[config.mk]
export PLATFORM = sky130hd
export DESIGN_NAME = prpi_div
export DESIGN_NICKNAME = d
export VERILOG_FILES = /design/src/sv/prpi_pkg.sv /design/src/sv/prpi_div.sv
export SDC_FILE = /design/constraint.sdc
export NUM_CORES = 1
export LEC_CHECK = 0
export ABC_AREA = 1
export BUFFER_PORTS_ARGS = -buffer_cell sky130_fd_sc_hd__buf_4
export CAP_MARGIN = 30
export CORE_ASPECT_RATIO = 1.1
export CORE_MARGIN = 3
export CORE_UTILIZATION = 46
export DETAILED_ROUTE_END_ITERATION = 6
export PLACE_DENSITY_LB_ADDON = 0.15
export SYNTH_ARGS = -nofsm -noshare
export SYNTH_HDL_FRONTEND = slang
export SYNTH_SLANG_ARGS = --single-unit
[constraint.sdc]
create_clock -name clk -period 3.9 [get_ports clk]
set_clock_uncertainty 0.2 [all_clocks]
set_input_delay 0.39 -clock clk [delete_from_list [all_inputs] [get_ports clk]]
set_output_delay 0.39 -clock clk [all_outputs]
set_load 0.005 [all_outputs]
[src/sv/prpi_pkg.sv]
// shared types, constants and state codes of the pagerank power iteration block
package prpi_pkg;

    localparam int MAX_PAGES_DEF  = 64;
    localparam int COUNT_BITS_DEF = 8;

    localparam int PAGE_W     = 6;
    localparam int RANK_W     = 32;
    localparam int NEXT_W     = 40;
    localparam int DAMP_W     = 16;
    localparam int ITER_W     = 10;
    localparam int TOL_W      = 32;
    localparam int PC_W       = 7;
    localparam int CFG_IDX_W  = 2;
    localparam int CFG_DATA_W = 32;

    // shared divider widths: widest dividend is next << 31, widest divisor is the total
    localparam int DIV_W = 72;
    localparam int DEN_W = 48;

    localparam logic [RANK_W-1:0] ONE_Q31 = 32'h8000_0000;

    localparam logic [PC_W-1:0]   PAGE_COUNT_RST = 7'd64;
    localparam logic [DAMP_W-1:0] DAMPING_RST    = 16'd55706;
    localparam logic [TOL_W-1:0]  TOLERANCE_RST  = 32'd2147;
    localparam logic [ITER_W-1:0] MAX_ITER_RST   = 10'd100;

    typedef enum logic [CFG_IDX_W-1:0] {
        CFG_PAGE_COUNT = 2'd0,
        CFG_DAMPING    = 2'd1,
        CFG_TOLERANCE  = 2'd2,
        CFG_MAX_ITER   = 2'd3
    } cfg_index_t;

    typedef enum logic {
        CMD_LINK = 1'b0,
        CMD_RUN  = 1'b1
    } cmd_t;

    typedef enum logic [4:0] {
        ST_IDLE,
        ST_UNI,
        ST_UNI_WAIT,
        ST_INIT,
        ST_LOOP,
        ST_SUM,
        ST_TELE_LO,
        ST_TELE_HI,
        ST_TELE_DIV,
        ST_TELE_WAIT,
        ST_ROW,
        ST_ROW_MUL,
        ST_ROW_ADD,
        ST_SC_RD,
        ST_SC_LATCH,
        ST_SC_WAIT,
        ST_SC_ACC,
        ST_CHECK,
        ST_EM_RD,
        ST_EM_LATCH,
        ST_EM_WAIT,
        ST_EM_OUT
    } state_t;

    typedef struct packed {
        logic              valid;
        logic [PAGE_W-1:0] source;
        logic [PAGE_W-1:0] target;
    } link_req_t;

    typedef struct packed {
        logic             start;
        logic [DIV_W-1:0] dividend;
        logic [DEN_W-1:0] divisor;
    } div_req_t;

    typedef struct packed {
        logic             done;
        logic [DIV_W-1:0] quotient;
    } div_rsp_t;

endpackage

[src/sv/prpi_div.sv]
// shared restoring divider, one quotient bit per cycle
module prpi_div
    import prpi_pkg::*;
(
    input  logic     clk,
    input  logic     rst_n,
    input  div_req_t div_req,
    output div_rsp_t div_rsp
);

    localparam int CNT_W = $clog2(DIV_W);
    localparam logic [CNT_W-1:0] LAST_STEP = CNT_W'(DIV_W - 1);

    logic             busy_reg;
    logic             done_reg;
    logic [CNT_W-1:0] cnt_reg;
    logic [DIV_W-1:0] q_reg;
    logic [DEN_W:0]   rem_reg;
    logic [DEN_W-1:0] den_reg;

    logic [DEN_W:0]   rem_shift;
    logic [DEN_W:0]   rem_next;
    logic [DIV_W-1:0] q_next;

    always_comb
    begin
        rem_shift = {rem_reg[DEN_W-1:0], q_reg[DIV_W-1]};
        if (rem_shift >= {1'b0, den_reg})
        begin
            rem_next = rem_shift - {1'b0, den_reg};
            q_next   = {q_reg[DIV_W-2:0], 1'b1};
        end
        else
        begin
            rem_next = rem_shift;
            q_next   = {q_reg[DIV_W-2:0], 1'b0};
        end
    end

    always_ff @(posedge clk or negedge rst_n)
    begin
        if (!rst_n)
        begin
            busy_reg <= 1'b0;
            done_reg <= 1'b0;
            cnt_reg  <= '0;
        end
        else
        begin
            done_reg <= busy_reg && (cnt_reg == LAST_STEP);
            if (div_req.start)
            begin
                busy_reg <= 1'b1;
                cnt_reg  <= '0;
            end
            else if (busy_reg)
            begin
                if (cnt_reg == LAST_STEP)
                begin
                    busy_reg <= 1'b0;
                end
                cnt_reg <= cnt_reg + 1'b1;
            end
        end
    end

    always_ff @(posedge clk)
    begin
        if (div_req.start)
        begin
            q_reg   <= div_req.dividend;
            rem_reg <= '0;
            den_reg <= div_req.divisor;
        end
        else if (busy_reg)
        begin
            q_reg   <= q_next;
            rem_reg <= rem_next;
        end
    end

    assign div_rsp.done     = done_reg;
    assign div_rsp.quotient = q_reg;

endmodule

### Yosys cells after proc, flatten, opt, wreduce, memory -nomap -nowiden

Index checks and enable logic that the tools add are counted.

* register bits after elaboration: 177
* latch bits: 0
* bits in writable memories: 0
* ROM bits: 0
* input bits: 123
* output and inout bits: 73
* memories: 0

* $add $sub $neg: 2
* multiply operators: 0
* div/mod/pow operators: 0
* order comparisons: 1
* eq/ne operators: 1
* shift-type cells: 0
* multiplexer cells: 9
* bitwise gates (word level): 0
* reduce and logical (&&, ||, !) cells: 2

Operators by type and width (count)
* $mux 72: 2
* $ge 49x48->1: 1
* $mux 48: 1
* $sub 48x48->48: 1
* $mux 7: 2
* $add 7x1->7 const B: 1
* $eq 7x7->1 const B: 1
* $mux 1: 4
* $reduce_bool 2->1: 1
* $logic_and 1x1->1: 1

### Longest topological paths before layout

* depth after elaboration: 4
* gate-level depth with buffers: 18
* depth with buffers taken out: 17

### Least setup slack after synthesis

OpenSTA, ideal clock, no wires.

* path type: flip-flop to flip-flop
* start: reg busy_reg
* end: reg q_reg[0] (enable)
* data arrival time: 2.105 ns
* slack: 1.170 ns
* cell stages (with the launch flop): 4
* buffers on the path: 1
* clock period less this slack: 2.730 ns
* cell sequence: dfrtp_1 nor2_1 clkbuf_1 inv_1

* longest elaborated chain between the ends: 1

Ends and longest elaborated chain
* from (decl): RTL line prpi_div.sv:14 `logic busy_reg;`
* from (signal assigned): RTL line prpi_div.sv:44 `busy_reg <= 1'b0;`
* from (signal assigned): RTL line prpi_div.sv:53 `busy_reg <= 1'b1;`
* from (signal assigned): RTL line prpi_div.sv:60 `busy_reg <= 1'b0;`
* $reduce_bool 2->1 (no source line)
* to (signal assigned): RTL line prpi_div.sv:71 `q_reg <= div_req.dividend;`
* to (signal assigned): RTL line prpi_div.sv:77 `q_reg <= q_next;`
* to (decl): RTL line prpi_div.sv:17 `logic [DIV_W-1:0] q_reg;`

Every way passes these cells.
A chain may end at the register's enable or synchronous reset.

### Worst setup path after layout

* start: reg den_reg[44]
* end: reg q_reg[0] (data pin)

* longest elaborated chain between the ends: 4

Ends and longest elaborated chain
* from (decl): RTL line prpi_div.sv:19 `logic [DEN_W-1:0] den_reg;`
* from (signal assigned): RTL line prpi_div.sv:73 `den_reg <= div_req.divisor;`
* $ge 49x48->1: RTL line prpi_div.sv:28 `if (rem_shift >= {1'b0, den_reg})`
* $mux 1: RTL line prpi_div.sv:28
* $mux 72: RTL line prpi_div.sv:75 `else if (busy_reg)`
* $mux 72: RTL line prpi_div.sv:69 `if (div_req.start)`

Every way passes these cells. The select of a mux whose other input is x is not followed.

==> impl_metrics.tcl <==
set metrics [dict create \
    status "completed" \
    first_pass_iters 5 \
    drt-total-wl_um 34080 \
    clk_pin_slew_ns 0.08 \
    vias 11250 \
    largest_reg_flops 72 \
    gr-usage-met2_pct 42.07 \
    antennaDiodeCount 0 \
    ys_ff_latch 177 \
    detailed_place_hpwl_um 25740 \
    die_area_um2 27440 \
    num_io_pins 196 \
    hold_start "div_req[109]" \
    r2r-end "q_reg[0]" \
    rrSetupSlack_ns 0.96 \
    maxSlewViolCount 0 \
    setup-violations-final 0 \
    multi_input_area_um2 5494 \
    max_cap_violations 0 \
    synth.distinct_cells 34 \
    worst_setup_path_end_kind "flip-flop" \
    r2r_start "den_reg[44]" \
    synthArstFlopShare_pct 5.085 \
    seq_area_frac_synth_pct 40.85 \
    synth_nets 1915 \
    slowest_delay_ns 0.42 \
    initial_utilization_pct 47.32 \
    min_period_ns 2.943 \
    crit_chain "inv_1 > ha_1 > a21oi_1 > and2_1 > nor2_1 > nor2_1 > nand2_1 > a21oi_4 > nand3_2 > buf_12 > nand2_1 > nand2_1" \
    hp-class "input pin to flip-flop" \
    pwr_density_cell_nw_per_um2 320.4 \
    synthToLayoutAreaGrowth_pct 24.96 \
    die_height_um 173.4 \
    numPortBuffers 195 \
    arrival_ns 2.95 \
    synth_edf_count 120 \
    busiest_layer "met2" \
    grt_pass1_wl_um 54990 \
    clock.fmax_mhz 339.8 \
    die_x_um 158.2 \
    synth_area_um2 11720 \
    grt.met1_usage_pct 31.47 \
    clockBufferDepth 2 \
    hold_viol_final 0 \
    drt_iter0_markers 723 \
    avgRoutedWirePerCell_um 14.83 \
    cts_buffers 17 \
    seq_area_um2 4790 \
    crit_buf_inv 2 \
    gp_congestion 0.9701 \
    place_inst 2211 \
    critPathLaunchType "flip-flop" \
    rsz0062_at_grt "false" \
    worst_pin_slew_ns 0.8919 \
    fin_tns_setup_ns 0 \
    synth_common_cells "nand2_1, inv_1, edfxtp_1" \
    post_cts_buffers 0 \
    worstPathRequired_ns 3.90 \
    leakage_nw 7.941 \
    maxSlewHeadroom_pct 40.45 \
    fillers 2411 \
    peakVddDrop_v 0.0002738 \
    grt_use_met3_pct 5.443 \
    synthFlopType "edfxtp_1" \
    cp_slowest_cell "nand3_2" \
    worst_path_dominant_cell_family "simple AND/OR/NAND/NOR gates" \
    clock_latency_ns 0.45 \
    reg2reg_depth 12 \
    antenna_found_initial 0 \
    drive_gt1_share_pct 13.58 \
    grt_usage_pct 24.97 \
    postSynthAreaPerCell_um2 6.730 \
    ys_warn_count 0 \
    ant_nets 0 \
    crit_path_max_fanout 28 \
    vias_per_cell 4.896 \
    root_buffer "clkbuf_16" \
    grt_max_degree 55 \
    cts.sinks 177 \
    nets 2148 \
    min_path_cells 3 \
    crit_top_cell "nand2_1" \
    drc 0 \
    layout.cells.non_filler 2298 \
    hold_end "q_reg[61]" \
    critPathKind "flip-flop to flip-flop" \
    netlist_instances 1742 \
    cts_tree "yes" \
    grt-ovfl-total 0 \
    period_share_pct 75.46 \
    core_area_um2 24770 \
    netlist.area_leader.share_pct 30.74 \
    yosysMostFrequentCell "nand2_1" \
    grt_pass1_vias 11080 \
    synth_area_leaders "edfxtp_1, nand2_1, inv_1" \
    cts-htree-levels 4 \
    yosysTopAreaCell "edfxtp_1" \
    rows 60 \
]
## stage by stage
| stage | hold slack, ns | power, mW | area (um2) | utilization (%) | worst slack (ns) |
|---|---|---|---|---|---|
| 2_1_floorplan | -0.1056 | 2.513 | 11720 | - | 1.170 |
| 3_3_place_gp | 0.02229 | 2.816 | 13470 | 54.37 | 0.9911 |
| 3_5_place_dp | 0.01909 | 2.824 | 13470 | 54.37 | 0.9477 |
| 4_1_cts | 0.0001819 | 4.725 | 14650 | 59.14 | 0.9398 |
| 5_1_grt | 0.01017 | 4.877 | 14650 | 59.14 | 0.8332 |
| 6_report | 0.007986 | 4.695 | 14650 | 59.14 | 0.9569 |
## cells in the final DEF (no fill, tap or decap), drive strengths merged, types with 48 or more instances in the layout
cell type	count
inv	335
buf	207
dlygate4sd3	55
nor2	108
ha	49
dfxtp	48
nand2	796
nand3	95
edfxtp	120
nand4	63
## tightest hold or removal path, delay by kind of cell
| family | cells | cell delay, ns |
|---|---|---|
| AND/OR/NAND/NOR | 2 | 0.09 |
| buffers and inverters | 1 | 0.08 |
## logic make-up after synthesis
kind of cell / synth area share [%]
and+or+nand+nor: 37.65
DFF: 40.85
adders and majority gates: 5.400
xor gates and xnor gates: 1.868
AOI/OAI and AO/OA: 1.708
buffers and inverters: 12.52
## cell type report
class                   instances  share of cell area (%)
multi-input cells            1189                   37.50
flip-flops and latches        177                   32.69
repair buffers                262                   14.45
inverters                     328                   8.404
clock buffers                  17                   2.904
well taps                     310                   2.648
clock inverters                15                   1.401
## routing by layer
layer,up-vias,wire [um]
met5,-,0
met4,0,1013
met3,63,2163
met2,319,16260
met1,5079,14640
li1,5791,-
## power breakdown
group          internal, mW  switching [mW]  total (mW)
combinational         0.312           0.322       0.634
sequential             2.13          0.0599        2.19
clock                 0.939           0.932        1.87
## timing repair
action | CTS | global route
hold buffers | 55 | 0
gates resized for setup | 0 | 0
hold endpoints to repair | 63 | 0
## how the worst max path moves through the flow
stage | startpoint | end | slack [ns] | cells past startpoint
floorplan | busy_reg | q_reg[0] | 1.17 | 3
global placement | den_reg[44] | q_reg[0] | 0.99 | 12
detailed placement | den_reg[44] | q_reg[0] | 0.95 | 12
CTS | den_reg[44] | q_reg[0] | 0.94 | 12
global route | den_reg[36] | q_reg[0] | 0.83 | 15
finish | den_reg[44] | q_reg[0] | 0.96 | 12
Power figures use the tool's default switching activity.
